===== src/hdl/wsfr_pkg.sv =====
// ----------------------------------------------------------------------------
// wsfr_pkg: shared types and constants of the websocket frame reader
// parse phases, opcodes, error codes, register indexes and the result item
// ----------------------------------------------------------------------------
package wsfr_pkg;

	// parse phases, one-hot
	typedef enum logic [4:0] {
		PH_HDR0    = 5'b00001,
		PH_HDR1    = 5'b00010,
		PH_EXTLEN  = 5'b00100,
		PH_MASKKEY = 5'b01000,
		PH_PAYLOAD = 5'b10000
	} phase_t;

	// opcodes
	localparam logic [3:0] OP_CONT   = 4'h0;
	localparam logic [3:0] OP_TEXT   = 4'h1;
	localparam logic [3:0] OP_BINARY = 4'h2;

	// error codes
	localparam logic [2:0] ERR_RESERVED  = 3'd0;
	localparam logic [2:0] ERR_MASK      = 3'd1;
	localparam logic [2:0] ERR_TOO_LONG  = 3'd2;
	localparam logic [2:0] ERR_CONTROL   = 3'd3;
	localparam logic [2:0] ERR_ORPHAN    = 3'd4;
	localparam logic [2:0] ERR_OPCODE    = 3'd5;
	localparam logic [2:0] ERR_MID_FRAG  = 3'd6;
	localparam logic [2:0] ERR_OVERFLOW  = 3'd7;

	// configuration register indexes
	localparam logic REG_MAX_LEN       = 1'b0;
	localparam logic REG_EXPECT_MASKED = 1'b1;

	localparam int unsigned CFG_DATA_W = 32;

	// header constants
	localparam logic [7:0]  RSV_BITS      = 8'h70;
	localparam logic [6:0]  LEN_CODE_16   = 7'd126;
	localparam logic [6:0]  LEN_CODE_64   = 7'd127;
	localparam logic [3:0]  EXT_BYTES_16  = 4'd2;
	localparam logic [3:0]  EXT_BYTES_64  = 4'd8;
	localparam logic [3:0]  KEY_BYTES     = 4'd4;
	localparam logic [31:0] CTRL_MAX_LEN  = 32'd125;
	localparam logic [31:0] MAX_LEN_RESET = 32'd1048576;

	typedef struct packed {
		logic [7:0] data_byte;
		logic       has_data;
		logic [3:0] msg_opcode;
		logic       is_control;
		logic       end_of_message;
		logic       error;
		logic [2:0] error_code;
	} result_t;

endpackage


===== src/hdl/wsfr_byte_if.sv =====
// ----------------------------------------------------------------------------
// wsfr_byte_if: raw stream byte channel
// valid/ready channel carrying one stream byte per item
// ----------------------------------------------------------------------------
interface wsfr_byte_if;
	logic       valid;
	logic       ready;
	logic [7:0] in_byte;

	modport source (output valid, output in_byte, input ready);
	modport sink   (input valid, input in_byte, output ready);
endinterface


===== src/hdl/wsfr_result_if.sv =====
// ----------------------------------------------------------------------------
// wsfr_result_if: deframed result channel
// valid/ready channel carrying one payload byte, marker or error per item
// ----------------------------------------------------------------------------
interface wsfr_result_if;
	logic       valid;
	logic       ready;
	logic [7:0] data_byte;
	logic       has_data;
	logic [3:0] msg_opcode;
	logic       is_control;
	logic       end_of_message;
	logic       error;
	logic [2:0] error_code;

	modport source (output valid, output data_byte, output has_data, output msg_opcode,
		output is_control, output end_of_message, output error, output error_code,
		input ready);
	modport sink   (input valid, input data_byte, input has_data, input msg_opcode,
		input is_control, input end_of_message, input error, input error_code,
		output ready);
endinterface


===== src/hdl/websocket_frame_reader.sv =====
// ----------------------------------------------------------------------------
// websocket_frame_reader: websocket frame deframer
// datapath: an accepted byte is held in the input register, its result in the result register
// throughput: 1 item per cycle unless result.ready stalls, set by the single parse step between the
//   input register and the result register
// reset: arst_n clears parser, message and error state, registers to defaults
// ----------------------------------------------------------------------------
module websocket_frame_reader
	import wsfr_pkg::*;
(
	input  logic                  clk,
	input  logic                  arst_n,
	input  logic                  cfg_wr_en,
	input  logic                  cfg_index,
	input  logic [CFG_DATA_W-1:0] cfg_data,
	wsfr_byte_if.sink             stream,
	wsfr_result_if.source         result
);

	// configuration registers
	logic [31:0] max_len_q;
	logic        expect_masked_q;

	// input register
	logic        valid_s1;
	logic [7:0]  byte_s1;

	// result register
	logic        out_valid_q;
	result_t     out_res_q;

	// parser state
	phase_t      phase_q;
	logic        fin_q;
	logic [3:0]  opcode_q;
	logic        masked_q;
	logic [3:0]  hdr_cnt_q;
	logic [31:0] len_lo_q;      // low 32 bits of the frame length
	logic        len_hi_q;      // some bit above 31 of the length is set
	logic [31:0] remaining_q;   // payload bytes still to come
	logic [1:0]  key_idx_q;     // payload position modulo 4
	logic [31:0] mask_key_q;
	logic        open_valid_q;
	logic [3:0]  open_op_q;
	logic [31:0] asm_len_q;     // assembled message length, checked against max_len_q
	logic        err_valid_q;
	logic [2:0]  err_code_q;

	// next state
	phase_t      phase_d;
	logic        fin_d;
	logic [3:0]  opcode_d;
	logic        masked_d;
	logic [3:0]  hdr_cnt_d;
	logic [31:0] len_lo_d;
	logic        len_hi_d;
	logic [31:0] remaining_d;
	logic [1:0]  key_idx_d;
	logic [31:0] mask_key_d;
	logic        open_valid_d;
	logic [3:0]  open_op_d;
	logic [31:0] asm_len_d;
	logic        err_valid_d;
	logic [2:0]  err_code_d;
	logic        emit;
	result_t     res;

	logic        advance;
	logic        fire;

	// result register free or being drained this cycle
	assign advance      = !out_valid_q || result.ready;
	assign fire         = valid_s1 && advance;
	assign stream.ready = !valid_s1 || advance;

	// parse step: one byte against the current state
	always_comb begin
		logic        hit;
		logic [2:0]  code;
		logic        len_known;
		logic        begin_pl;
		logic        ctl;
		logic        last;
		logic [32:0] total;
		logic [7:0]  key_byte;

		phase_d      = phase_q;
		fin_d        = fin_q;
		opcode_d     = opcode_q;
		masked_d     = masked_q;
		hdr_cnt_d    = hdr_cnt_q;
		len_lo_d     = len_lo_q;
		len_hi_d     = len_hi_q;
		remaining_d  = remaining_q;
		key_idx_d    = key_idx_q;
		mask_key_d   = mask_key_q;
		open_valid_d = open_valid_q;
		open_op_d    = open_op_q;
		asm_len_d    = asm_len_q;
		err_valid_d  = err_valid_q;
		err_code_d   = err_code_q;
		emit         = 1'b0;
		res          = '0;
		hit          = 1'b0;
		code         = ERR_RESERVED;
		len_known    = 1'b0;
		begin_pl     = 1'b0;
		ctl          = opcode_q[3];
		last         = (remaining_q == 32'd1);
		total        = '0;
		key_byte     = '0;

		if (err_valid_q) begin
			// sticky error: every later byte repeats the error item
			emit           = 1'b1;
			res.error      = 1'b1;
			res.error_code = err_code_q;
		end else begin
			case (phase_q)
				PH_HDR0: begin
					fin_d    = byte_s1[7];
					opcode_d = byte_s1[3:0];
					if ((byte_s1 & RSV_BITS) != 8'h00) begin
						hit  = 1'b1;
						code = ERR_RESERVED;
					end else begin
						phase_d = PH_HDR1;
					end
				end
				PH_HDR1: begin
					masked_d = byte_s1[7];
					if (byte_s1[7] != expect_masked_q) begin
						hit  = 1'b1;
						code = ERR_MASK;
					end else begin
						len_lo_d = '0;
						len_hi_d = 1'b0;
						if (byte_s1[6:0] == LEN_CODE_16 || byte_s1[6:0] == LEN_CODE_64) begin
							hdr_cnt_d = (byte_s1[6:0] == LEN_CODE_16) ? EXT_BYTES_16
								: EXT_BYTES_64;
							phase_d   = PH_EXTLEN;
						end else begin
							len_lo_d  = {25'd0, byte_s1[6:0]};
							len_known = 1'b1;
						end
					end
				end
				PH_EXTLEN: begin
					// bits leaving the low word only matter as "too long"
					len_hi_d  = len_hi_q || (len_lo_q[31:24] != 8'h00);
					len_lo_d  = {len_lo_q[23:0], byte_s1};
					hdr_cnt_d = hdr_cnt_q - 4'd1;
					len_known = (hdr_cnt_d == 4'd0);
				end
				PH_MASKKEY: begin
					mask_key_d = {mask_key_q[23:0], byte_s1};
					hdr_cnt_d  = hdr_cnt_q - 4'd1;
					begin_pl   = (hdr_cnt_d == 4'd0);
				end
				PH_PAYLOAD: begin
					key_byte = masked_q ? mask_key_q[(5'd24 - {key_idx_q, 3'b000}) +: 8]
						: 8'h00;
					emit               = 1'b1;
					res.data_byte      = byte_s1 ^ key_byte;
					res.has_data       = 1'b1;
					res.msg_opcode     = ctl ? opcode_q : open_op_q;
					res.is_control     = ctl;
					res.end_of_message = last && fin_q;
					remaining_d        = remaining_q - 32'd1;
					key_idx_d          = key_idx_q + 2'd1;
					if (last) begin
						phase_d = PH_HDR0;
						if (!ctl && fin_q) begin
							open_valid_d = 1'b0;
							asm_len_d    = '0;
						end
					end
				end
				default: begin
					phase_d = PH_HDR0;
				end
			endcase

			// length known: frame checks in priority order
			if (len_known) begin
				total = {1'b0, (opcode_q == OP_CONT) ? asm_len_q : 32'd0}
					+ {1'b0, len_lo_d};
				if (len_hi_d || len_lo_d > max_len_q) begin
					hit  = 1'b1;
					code = ERR_TOO_LONG;
				end else if (ctl) begin
					if (!fin_q || len_lo_d > CTRL_MAX_LEN) begin
						hit  = 1'b1;
						code = ERR_CONTROL;
					end
				end else if (opcode_q == OP_CONT) begin
					if (!open_valid_q) begin
						hit  = 1'b1;
						code = ERR_ORPHAN;
					end
				end else if (!(opcode_q inside {OP_TEXT, OP_BINARY})) begin
					hit  = 1'b1;
					code = ERR_OPCODE;
				end else if (open_valid_q) begin
					hit  = 1'b1;
					code = ERR_MID_FRAG;
				end

				if (!hit && !ctl) begin
					if (total > {1'b0, max_len_q}) begin
						hit  = 1'b1;
						code = ERR_OVERFLOW;
					end else begin
						if (opcode_q != OP_CONT) begin
							open_valid_d = 1'b1;
							open_op_d    = opcode_q;
						end
						asm_len_d = total[31:0];
					end
				end

				if (!hit) begin
					if (masked_d) begin
						phase_d    = PH_MASKKEY;
						hdr_cnt_d  = KEY_BYTES;
						mask_key_d = '0;
					end else begin
						begin_pl = 1'b1;
					end
				end
			end

			// header complete: start payload or mark an empty frame
			if (begin_pl) begin
				key_idx_d = '0;
				if (len_lo_d != 32'd0) begin
					phase_d     = PH_PAYLOAD;
					remaining_d = len_lo_d;
				end else begin
					phase_d = PH_HDR0;
					if (ctl) begin
						emit               = 1'b1;
						res.msg_opcode     = opcode_q;
						res.is_control     = 1'b1;
						res.end_of_message = 1'b1;
					end else if (fin_q) begin
						emit               = 1'b1;
						res.msg_opcode     = open_op_d;
						res.end_of_message = 1'b1;
						open_valid_d       = 1'b0;
						asm_len_d          = '0;
					end
				end
			end

			if (hit) begin
				err_valid_d    = 1'b1;
				err_code_d     = code;
				emit           = 1'b1;
				res            = '0;
				res.error      = 1'b1;
				res.error_code = code;
			end
		end
	end

	// configuration registers
	always_ff @(posedge clk or negedge arst_n) begin
		if (!arst_n) begin
			max_len_q       <= MAX_LEN_RESET;
			expect_masked_q <= 1'b1;
		end else if (cfg_wr_en) begin
			case (cfg_index)
				REG_MAX_LEN:       max_len_q       <= cfg_data;
				REG_EXPECT_MASKED: expect_masked_q <= cfg_data[0];
				default: ;
			endcase
		end
	end

	// input register
	always_ff @(posedge clk or negedge arst_n) begin
		if (!arst_n) begin
			valid_s1 <= 1'b0;
		end else if (stream.ready) begin
			valid_s1 <= stream.valid;
		end
	end

	always_ff @(posedge clk) begin
		if (stream.ready && stream.valid) begin
			byte_s1 <= stream.in_byte;
		end
	end

	// result register
	always_ff @(posedge clk or negedge arst_n) begin
		if (!arst_n) begin
			out_valid_q <= 1'b0;
		end else if (advance) begin
			out_valid_q <= fire && emit;
		end
	end

	always_ff @(posedge clk) begin
		if (fire) begin
			out_res_q <= res;
		end
	end

	// parser state, updated once per parsed item
	always_ff @(posedge clk or negedge arst_n) begin
		if (!arst_n) begin
			phase_q      <= PH_HDR0;
			fin_q        <= 1'b0;
			opcode_q     <= '0;
			masked_q     <= 1'b0;
			hdr_cnt_q    <= '0;
			len_lo_q     <= '0;
			len_hi_q     <= 1'b0;
			remaining_q  <= '0;
			key_idx_q    <= '0;
			mask_key_q   <= '0;
			open_valid_q <= 1'b0;
			open_op_q    <= '0;
			asm_len_q    <= '0;
			err_valid_q  <= 1'b0;
			err_code_q   <= '0;
		end else if (fire) begin
			phase_q      <= phase_d;
			fin_q        <= fin_d;
			opcode_q     <= opcode_d;
			masked_q     <= masked_d;
			hdr_cnt_q    <= hdr_cnt_d;
			len_lo_q     <= len_lo_d;
			len_hi_q     <= len_hi_d;
			remaining_q  <= remaining_d;
			key_idx_q    <= key_idx_d;
			mask_key_q   <= mask_key_d;
			open_valid_q <= open_valid_d;
			open_op_q    <= open_op_d;
			asm_len_q    <= asm_len_d;
			err_valid_q  <= err_valid_d;
			err_code_q   <= err_code_d;
		end
	end

	// result channel
	assign result.valid          = out_valid_q;
	assign result.data_byte      = out_res_q.data_byte;
	assign result.has_data       = out_res_q.has_data;
	assign result.msg_opcode     = out_res_q.msg_opcode;
	assign result.is_control     = out_res_q.is_control;
	assign result.end_of_message = out_res_q.end_of_message;
	assign result.error          = out_res_q.error;
	assign result.error_code     = out_res_q.error_code;

endmodule

===== src/flat_wrapper.sv =====
// flat-port wrapper written by rule: the top's interface ports become plain ports
module websocket_frame_reader_flat import wsfr_pkg::*;
  (clk, arst_n, cfg_wr_en, cfg_index, cfg_data, stream_valid, stream_in_byte, stream_ready, result_valid, result_data_byte, result_has_data, result_msg_opcode, result_is_control, result_end_of_message, result_error, result_error_code, result_ready);
  wsfr_byte_if stream_i ();
  wsfr_result_if result_i ();
  input  logic clk;
  input  logic arst_n;
  input  logic cfg_wr_en;
  input  logic cfg_index;
  input  logic [CFG_DATA_W-1:0] cfg_data;
  input wire logic [$bits(stream_i.valid)-1:0] stream_valid;
  input wire logic [$bits(stream_i.in_byte)-1:0] stream_in_byte;
  output wire logic [$bits(stream_i.ready)-1:0] stream_ready;
  output wire logic [$bits(result_i.valid)-1:0] result_valid;
  output wire logic [$bits(result_i.data_byte)-1:0] result_data_byte;
  output wire logic [$bits(result_i.has_data)-1:0] result_has_data;
  output wire logic [$bits(result_i.msg_opcode)-1:0] result_msg_opcode;
  output wire logic [$bits(result_i.is_control)-1:0] result_is_control;
  output wire logic [$bits(result_i.end_of_message)-1:0] result_end_of_message;
  output wire logic [$bits(result_i.error)-1:0] result_error;
  output wire logic [$bits(result_i.error_code)-1:0] result_error_code;
  input wire logic [$bits(result_i.ready)-1:0] result_ready;
  assign stream_i.valid = stream_valid;
  assign stream_i.in_byte = stream_in_byte;
  assign stream_ready = stream_i.ready;
  assign result_valid = result_i.valid;
  assign result_data_byte = result_i.data_byte;
  assign result_has_data = result_i.has_data;
  assign result_msg_opcode = result_i.msg_opcode;
  assign result_is_control = result_i.is_control;
  assign result_end_of_message = result_i.end_of_message;
  assign result_error = result_i.error;
  assign result_error_code = result_i.error_code;
  assign result_i.ready = result_ready;
  websocket_frame_reader u_core (.clk(clk), .arst_n(arst_n), .cfg_wr_en(cfg_wr_en), .cfg_index(cfg_index), .cfg_data(cfg_data), .stream(stream_i), .result(result_i));
endmodule

===== config.mk =====
export PLATFORM = sky130hd
export DESIGN_NAME = websocket_frame_reader_flat
export DESIGN_NICKNAME = d
export VERILOG_FILES = /design/src/hdl/wsfr_pkg.sv /design/src/hdl/wsfr_byte_if.sv /design/src/hdl/wsfr_result_if.sv /design/src/hdl/websocket_frame_reader.sv /design/src/flat_wrapper.sv
export SDC_FILE = /design/constraint.sdc
export NUM_CORES = 1
export LEC_CHECK = 0
export ABC_CLOCK_PERIOD_IN_PS = 7700
export BUFFER_PORTS_ARGS = -buffer_cell sky130_fd_sc_hd__buf_2
export CAP_MARGIN = 20
export CORE_MARGIN = 2
export CORE_UTILIZATION = 63
export CTS_CLUSTER_DIAMETER = 120
export DETAILED_ROUTE_END_ITERATION = 7
export GPL_ROUTABILITY_DRIVEN = 0
export PLACE_DENSITY = 0.84
export SETUP_SLACK_MARGIN = 0.05
export SLEW_MARGIN = 40
export SYNTH_ARGS = -nofsm -noshare
export SYNTH_HDL_FRONTEND = slang
export SYNTH_SLANG_ARGS = --single-unit

===== constraint.sdc =====
create_clock -name clk -period 7.7 [get_ports clk]
set_input_delay 0.77 -clock clk [delete_from_list [all_inputs] [get_ports clk]]
set_output_delay 0.77 -clock clk [all_outputs]
set_load 0.02 [all_outputs]

# ---- Yosys cells after proc, flatten, opt, wreduce, memory -nomap -nowiden
# Index checks and enable logic that the tools add are counted.
dict set report totals {
  regBits 217
  input_bits 46
  out_inout_bits 21
  word_cells 207
}
dict set report op_classes {
  add_sub_neg 5
  n_lt_le_gt_ge 3
  n_eq_ne 11
  shift 1
  muxes 122
  n_bitwise 4
  reduce_logical 34
}
# cell count
set ops {}
lappend ops {{two-way mux 32 bit} 20}
lappend ops {{one-hot mux 32 bit (2 select lines)} 1}
lappend ops {{two-way mux 4 bit} 14}
lappend ops {{two-way mux 1 bit} 53}
lappend ops {{two-way mux 5 bit} 9}
lappend ops {{two-way mux 3 bit} 13}
lappend ops {{adder 32 x 32 -> 33 bit} 1}
lappend ops {{> comparator 33 x 32 -> 1 bit} 1}
lappend ops {{== test 32 x 1 -> 1 bit, second input constant} 1}
lappend ops {{> comparator 32 bit} 1}
lappend ops {{> comparator 32 x 7 -> 1 bit, second input constant} 1}
lappend ops {{nonzero test 32 bit} 1}
lappend ops {{variable part select 32 x 6 -> 8 bit} 1}
lappend ops {{subtractor 32 x 1 -> 32 bit, second input constant} 1}
lappend ops {{one-hot mux 5 bit (4 select lines)} 1}
lappend ops {{nonzero test 8 bit} 2}
lappend ops {{== test 7 bit, second input constant} 2}
lappend ops {{two-way mux 7 bit} 2}
lappend ops {{two-way mux 6 bit} 2}
lappend ops {{AND reduction 3 bit} 3}
lappend ops {{logical NOT 4 bit} 2}
lappend ops {{two-way mux 8 bit} 1}
lappend ops {{one-hot mux 4 bit (2 select lines)} 1}
lappend ops {{XOR 8 bit} 1}
lappend ops {{other kinds (22)} 45}

# ---- Depth between registers and ports, before layout
# Gate-level depths: netlist of the first run.
dict set report logic_depth {
  depth_word 25
  ltp_mapped 33
}

# ---- Worst setup path after synthesis of the first run
# Ideal clock, no wire load.
dict set report synth_path {
  path_type {reg-to-reg}
  startpoint {register u_core.phase_q[4]}
  endpoint {register u_core.out_res_q, in the netlist u_core.result.msg_opcode[1] (data pin)}
  setup_ns 0.257
  arrival_time_ns 6.631
  required_ns 7.443
  path_slack_ns 0.812
  stages_incl_launch_ff 29
  path_cell_list {dfrtp_1 or3_4 a211o_1 clkbuf_1 clkbuf_1 a22o_1 ha_1 a21o_1 a21o_1 a21o_1 a21o_1 a21oi_1 o22ai_2 nor3b_2 o21ai_1 a221o_1 a41oi_1 xnor2_1 ha_1 nand3_1 nor4_1 and3_1 o21bai_1 a2111oi_0 nand4_1 or3_1 a31oi_1 nor3_1 a32o_1}
}
dict set report synth_via {
  elab_chain_len 19
  word_cells_on_any_way 52
  cone_classes {1 x add/sub; 3 x order compare; 5 x eq/ne; 37 x mux; 6 x reduce/logical}
}
# element line
set synth_lines {}
lappend synth_lines {{start, declared} websocket_frame_reader.sv:33} ;# phase_t phase_q;
lappend synth_lines {{start signal, assigned} websocket_frame_reader.sv:330} ;# phase_q <= phase_d;
lappend synth_lines {{parallel branches: the longest is 19 deep, another holds adder 32 x 32 -> 33 bit} n/a}
lappend synth_lines {{end signal, assigned} websocket_frame_reader.sv:307} ;# out_res_q <= res;
lappend synth_lines {{end, declared} websocket_frame_reader.sv:30} ;# result_t out_res_q;
# Parallel ways; which one is timed is not known. The select of a mux whose other input is x is not followed.
# A chain may end at the register's enable or synchronous reset.

# ---- Final worst setup path of the first run
dict set report layout_path {
  startpoint {register u_core.byte_s1[7]}
  endpoint {register u_core.out_res_q, in the netlist u_core.result.msg_opcode[2] (data pin)}
}
dict set report layout_via {
  elab_chain_len 20
  word_cells_on_any_way 50
  cone_classes {1 x add/sub; 3 x order compare; 1 x eq/ne; 39 x mux; 6 x reduce/logical}
}
# element line
set layout_lines {}
lappend layout_lines {{start, declared} websocket_frame_reader.sv:26} ;# logic [7:0] byte_s1;
lappend layout_lines {{start signal, assigned} websocket_frame_reader.sv:292} ;# byte_s1 <= stream.in_byte;
lappend layout_lines {{parallel branches: the longest is 20 deep, another holds adder 32 x 32 -> 33 bit} n/a}
# Parallel ways; which one is timed is not known. The select of a mux whose other input is x is not followed.

==> results.cfg, run 1 <==
[placement]
place_area_um2 = 14690
hpwl_um = 27030
dp_slack_ns = 0.1823
io_buffers = 66
placed_cells = 1876

[drt]
route.detailed.drc = 0
dr.pass1.iters = 7
antenna_left = 0
routedWlPerCell_um = 20.09
wl_um = 38560
avgViaCountPerCell = 6.601
drtIter0Drc = 1369
vias = 12670

[yosys]
synth.cell_area_um2 = 13890
synth.avg_cell_area_um2 = 8.882
syn_inst = 1564
async_flop_share_pct = 87.56
ys_warn_count = 0
synth-edff-count = 27
ys_seq_elements = 217
syn-num-nets = 1708
seq_area_frac_synth_pct = 40.09
synthFlopType = dfrtp_1
synth.distinct_cells = 94

[grt]
grt-busiest-layer = met2
grt.total_usage_pct = 32.35
grt_util_met2_pct = 51.16
grt_pass1_vias = 11810
antenna_found_initial = 0
grt_pass1_wl_um = 61870
grt_start_max_net_pins = 89
grtUsageMet3_pct = 6.200
grtUsageMet1_pct = 45.69
grt-ovfl-total = 0

[layout]
final_cell_area_um2 = 15630
diodes = 0
area_growth_syn_to_layout_pct = 12.51
nets = 1766
drive_above_1_share_pct = 14.02
layout.cells.non_filler = 1920
final_common_cell = nand2_1
most-common-layout-cells = nand2_1, dfrtp_1, a21oi_1

[clocking]
cts_tree = yes
path_clk_slew_ns = 0.06
cts_made_buffers = 24
ctsLongestPathBuffers = 3
clk_latency_ns = 0.55
postCtsSetupRepairBufs = 0
cts.sinks = 217
ctsResizeCount = 0
root_buffer = clkbuf_16
ctsHtreeMaxLevel = 1
cts_hold_buf = 0

[power]
ir_drop_mv = 0.2101
p_leak_uw = 0.007465
power_uw = 3532
powerDensity_nw_per_um2 = 226.0

[sta]
drv_slew = 0
worst_slack_ns = 0.3274
fin_crit_ns = 7.373
rsz0062_at_grt = no
fin_crit_sh_pct = 95.75
finClkSkew_ns = 0.02390
hold_violations = 0
setup_viol = 0
slew_headroom_pct = 45.26
fmax_mhz = 135.6
worst_pin_slew_ns = 0.8125
timing.setup.tns_ns = 0

[setup_path]
crit_start = u_core.byte_s1[7]
crit_type = reg -> reg
cp-end-kind = register
slowest_delay_ns = 0.52
crit_arrival_ns = 7.67
cp_num_buf_inv = 2
cp.required_ns = 8.00
r2r-start = u_core.byte_s1[7]
critPathLaunchType = register
crit_family = compound AO/OA/AOI/OAI gates
cp_max_fo = 7
slowest_stage = edfxtp_1

[die]
die_w_um = 152.5
core_area_um2 = 21760
die_h_um = 152.5
rows = 54
dieArea_um2 = 23250
start_util_pct = 63.85
pin_count = 67

[run_status]
outcome = finished clean

[worst_hold_path]
worst_hold_path_type = in -> async

[run]
cap_violations = 0
[layout make-up]
type / count / area, um^2
clock buffer: 35 / 734.5
clock inverter: 9 / 96.34
fill: 1562 / 6126
inverter: 70 / 262.8
multi-input combinational: 1206 / 7900
sequential: 217 / 5569
tap: 280 / 350.3
timing repair buffer: 103 / 716.9
[synth_stat cells, types with 13 or more instances]
library cell,instances,share of area [%]
nor2_1,80,2.2
clkbuf_1,54,1.5
nand3_1,30,1.1
inv_1,65,1.8
o22ai_1,13,0.59
and2_1,39,1.8
or3_1,14,0.63
a22o_1,58,3.7
nand2_1,265,7.2
xor2_1,16,1.0
ha_1,97,8.7
nor3_1,26,0.94
nor4_1,17,0.77
nand4_1,18,0.81
dfrtp_1,187,34
edfxtp_1,27,5.8
a21o_1,38,2.1
a21oi_1,154,5.5
nand2b_1,15,0.68
o21ai_0,101,3.6
xnor2_1,30,1.9
[final timing paths]
kind,slack [ns],end,cells past startpoint
setup / recovery,0.33,u_core.result.msg_opcode[2],30
hold / removal,0.14,u_core.open_op_q[3],1
setup reg to reg,0.33,u_core.result.msg_opcode[2],30
hold reg to reg,0.49,u_core.len_hi_q,2
max in group asynchronous,6.47,u_core.asm_len_q[19],2
min in group clk,0.40,u_core.byte_s1[5],1
[per-stage QoR]
step / util, % / hold WS (ns)
floorplan: - / 0.4497
global placement: 67.27 / 0.4622
detailed placement: 67.52 / 0.4770
CTS: 71.34 / 0.1467
global route: 71.84 / 0.1605
finish: 71.84 / 0.1378
[registers in the layout, summed over array words and instances, names as in the netlist, 2 cells and up]
signal                    flops
u_core.hdr_cnt_q              4
u_core.remaining_q           32
u_core.phase_q                5
u_core.max_len_q             32
u_core.open_op_q              4
u_core.opcode_q               4
u_core.asm_len_q             32
u_core.byte_s1                8
u_core.key_idx_q              2
u_core.result.data_byte       8
u_core.mask_key_q            32
u_core.err_code_q             3
u_core.result.msg_opcode      4
u_core.result.error_code      3
u_core.len_lo_q              32
[power breakdown]
part           switching, uW  internal, uW
registers                174          1320
clock network            501           702
logic                    522           315
total                   1200          2340
[per-layer routing]
| metal | up-vias | part of all wire [%] |
|---|---|---|
| met3 | 114 | 10 |
| li1 | 5769 | - |
| met5 | - | 0 |
| met1 | 6082 | 41 |
| met4 | 0 | 3.1 |
| met2 | 709 | 46 |
[logic make-up (layout without fill, tap and decap cells)]
| logic type | after synthesis | count (layout) | share of synthesized area, % |
|---|---|---|---|
| DFF | 217 | 217 | 40.09 |
| AOI/OAI and AO/OA | 477 | 477 | 22.18 |
| buffers and inverters | 141 | 217 | 4.125 |
| xor gates and xnor gates | 46 | 46 | 2.900 |
| adders and majority gates | 99 | 99 | 8.953 |
| and+or+nand+nor | 566 | 566 | 19.65 |
| muxes | 18 | 18 | 2.099 |
Power figures use the tool's default switching activity.
==> run 2, diff against run 1 <==
Settings changed: PLACE_DENSITY 0.84 to 0.81.
==> run 2 against run 1 <==
  * Sequential share of layout area about the same
  * Clock skew fell by 0.0041 ns
  * Largest power group unchanged
  * Wire length down 0.54%
  * Via count fell by 1.3%
  * Critical path depth unchanged
  * Sequential power barely moved
  * First-iteration DRC count increased by 9.5%
  * Critical endpoint is now u_core.asm_len_q[17]
  * Worst setup slack improved by 0.040 ns
  * Highest routed layer unchanged
==> results.cfg, run 2 (same netlist as run 1, synthesis figures left out) <==
[setup_path]
critPathLaunchType = register
r2r_slack_ns = 0.37
crit_type = reg -> reg
cp.required_ns = 8.11
cp_max_fo = 32
slowest_delay_ns = 0.45
r2r_end = u_core.asm_len_q[17]
reg2reg_depth = 30
slowest_stage = dfrtp_1
cp-end-kind = register
r2r-start = u_core.phase_q[4]
crit_arrival_ns = 7.75
endpoint = u_core.asm_len_q[17]
crit_start = u_core.phase_q[4]

[layout]
final_common_cell = nand2_1
most-common-layout-cells = nand2_1, dfrtp_1, a21oi_1
seq_area_um2 = 5569
area_growth_syn_to_layout_pct = 12.38
final_cell_area_um2 = 15610
nets = 1773
fillCellCount = 1615
drive_above_1_share_pct = 13.85
multiInputGateArea_um2 = 7903
diodes = 0

[placement]
place_area_um2 = 14720
dp_slack_ns = 0.1034
hpwl_um = 26960
io_buffers = 66

[die]
die_h_um = 152.5
dieArea_um2 = 23250
pin_count = 67
rows = 54
die_w_um = 152.5
start_util_pct = 63.85
core_area_um2 = 21760

[clocking]
ctsLongestPathBuffers = 3
cts.sinks = 217
cts_tree = yes
ctsHtreeMaxLevel = 1
clk_latency_ns = 0.53
path_clk_slew_ns = 0.06
cts_hold_buf = 0
cts_made_buffers = 25
root_buffer = clkbuf_16

[worst_hold_path]
worst_hold_path_type = in -> async

[sta]
setup_viol = 0
fmax_mhz = 136.4
slew_headroom_pct = 47.68
drv_slew = 0
holdWs_ns = 0.1553
timing.setup.tns_ns = 0
worst_slack_ns = 0.3670
finClkSkew_ns = 0.01984
fin_crit_sh_pct = 95.23
worst_pin_slew_ns = 0.7848
hold_violations = 0
fin_crit_ns = 7.333
rsz0062_at_grt = no

[grt]
grt_pass1_vias = 11990
grt_pass1_wl_um = 62090
antenna_found_initial = 0
grt_start_max_net_pins = 116
grt.total_usage_pct = 32.52
grt-ovfl-total = 0

[drt]
drtIter0Drc = 1499
vias = 12510
avgViaCountPerCell = 6.493
routedWlPerCell_um = 19.91
wl_um = 38360
route.detailed.drc = 0
dr.pass1.iters = 6
antenna_left = 0

[power]
ir_drop_mv = 0.1945
powerDensity_nw_per_um2 = 223.4
p_leak_uw = 0.007451

[run_status]
outcome = finished clean

[run]
cap_violations = 0
-- run 2: cell types whose count changed in the layout (fill, tap and decap cells not counted), moves of 2 or more --
cell | before | now
buf_4 | 28 | 34
clkbuf_1 | 4 | 8
clkbuf_8 | 7 | 3
buf_6 | 1 | 3
clkinv_2 | 2 | 4
inv_6 | 2 | 0
-- run 2: worst max-delay path: cells and delay by family (launching register included) --
family                     cells  cell delay, ns
AOI/OAI and AO/OA             13            3.01
and+or+nand+nor               10            2.11
buffers and inverters          4            0.78
adders and majority gates      2            0.65
DFF                            1            0.45
xor gates and xnor gates       1            0.18
-- run 2: where the power goes --
part,internal [uW],switching [uW]
clock network,662,483
logic,323,526
registers,1320,175
total,2300,1180
-- run 2: how the worst min path moves through the flow --
stage	start	to	slack, ns	cells after the start
after CTS	arst_n	u_core.result.valid	0.25	1
after floorplan	u_core.err_code_q[1]	u_core.err_code_q[1]	0.45	2
final	arst_n	u_core.result.valid	0.16	1
after global placement	u_core.err_code_q[1]	u_core.err_code_q[1]	0.46	2
after global routing	arst_n	u_core.result.valid	0.27	1
after detailed placement	u_core.open_op_q[1]	u_core.open_op_q[1]	0.48	1
-- run 2: repair_timing --
item | 4_1_cts | 5_1_grt
buffers inserted | 0 | 1
endpoints found under the setup margin | 0 | 136
resized for setup | 0 | 21
-- run 2: layer usage --
layer	part of all wire, %	GRT usage [%]	wire [um]	vias to the layer above
met4	4.0	12.35	1541	0
met1	42	46.48	16050	5959
met2	45	49.53	17180	631
met3	9.3	6.428	3586	136
met5	0	0	0	-
li1	-	-	-	5779
-- run 2: final cells by class --
cell class              count  share of cell area, %
inverters                  70                  1.683
multi-input cells        1206                  50.62
clock inverters             8                 0.4889
well taps                 280                  2.244
clock buffers              36                  4.464
repair buffers            109                  4.832
flip-flops and latches    217                  35.67
-- run 2: stage by stage --
step	cells	utilization, %	total power, uW
2_1_floorplan	1564	-	2045
3_3_place_gp	1880	67.48	2280
3_5_place_dp	1881	67.65	2319
4_1_cts	1925	71.20	3469
5_1_grt	1926	71.76	3647
6_report	1926	71.76	3488
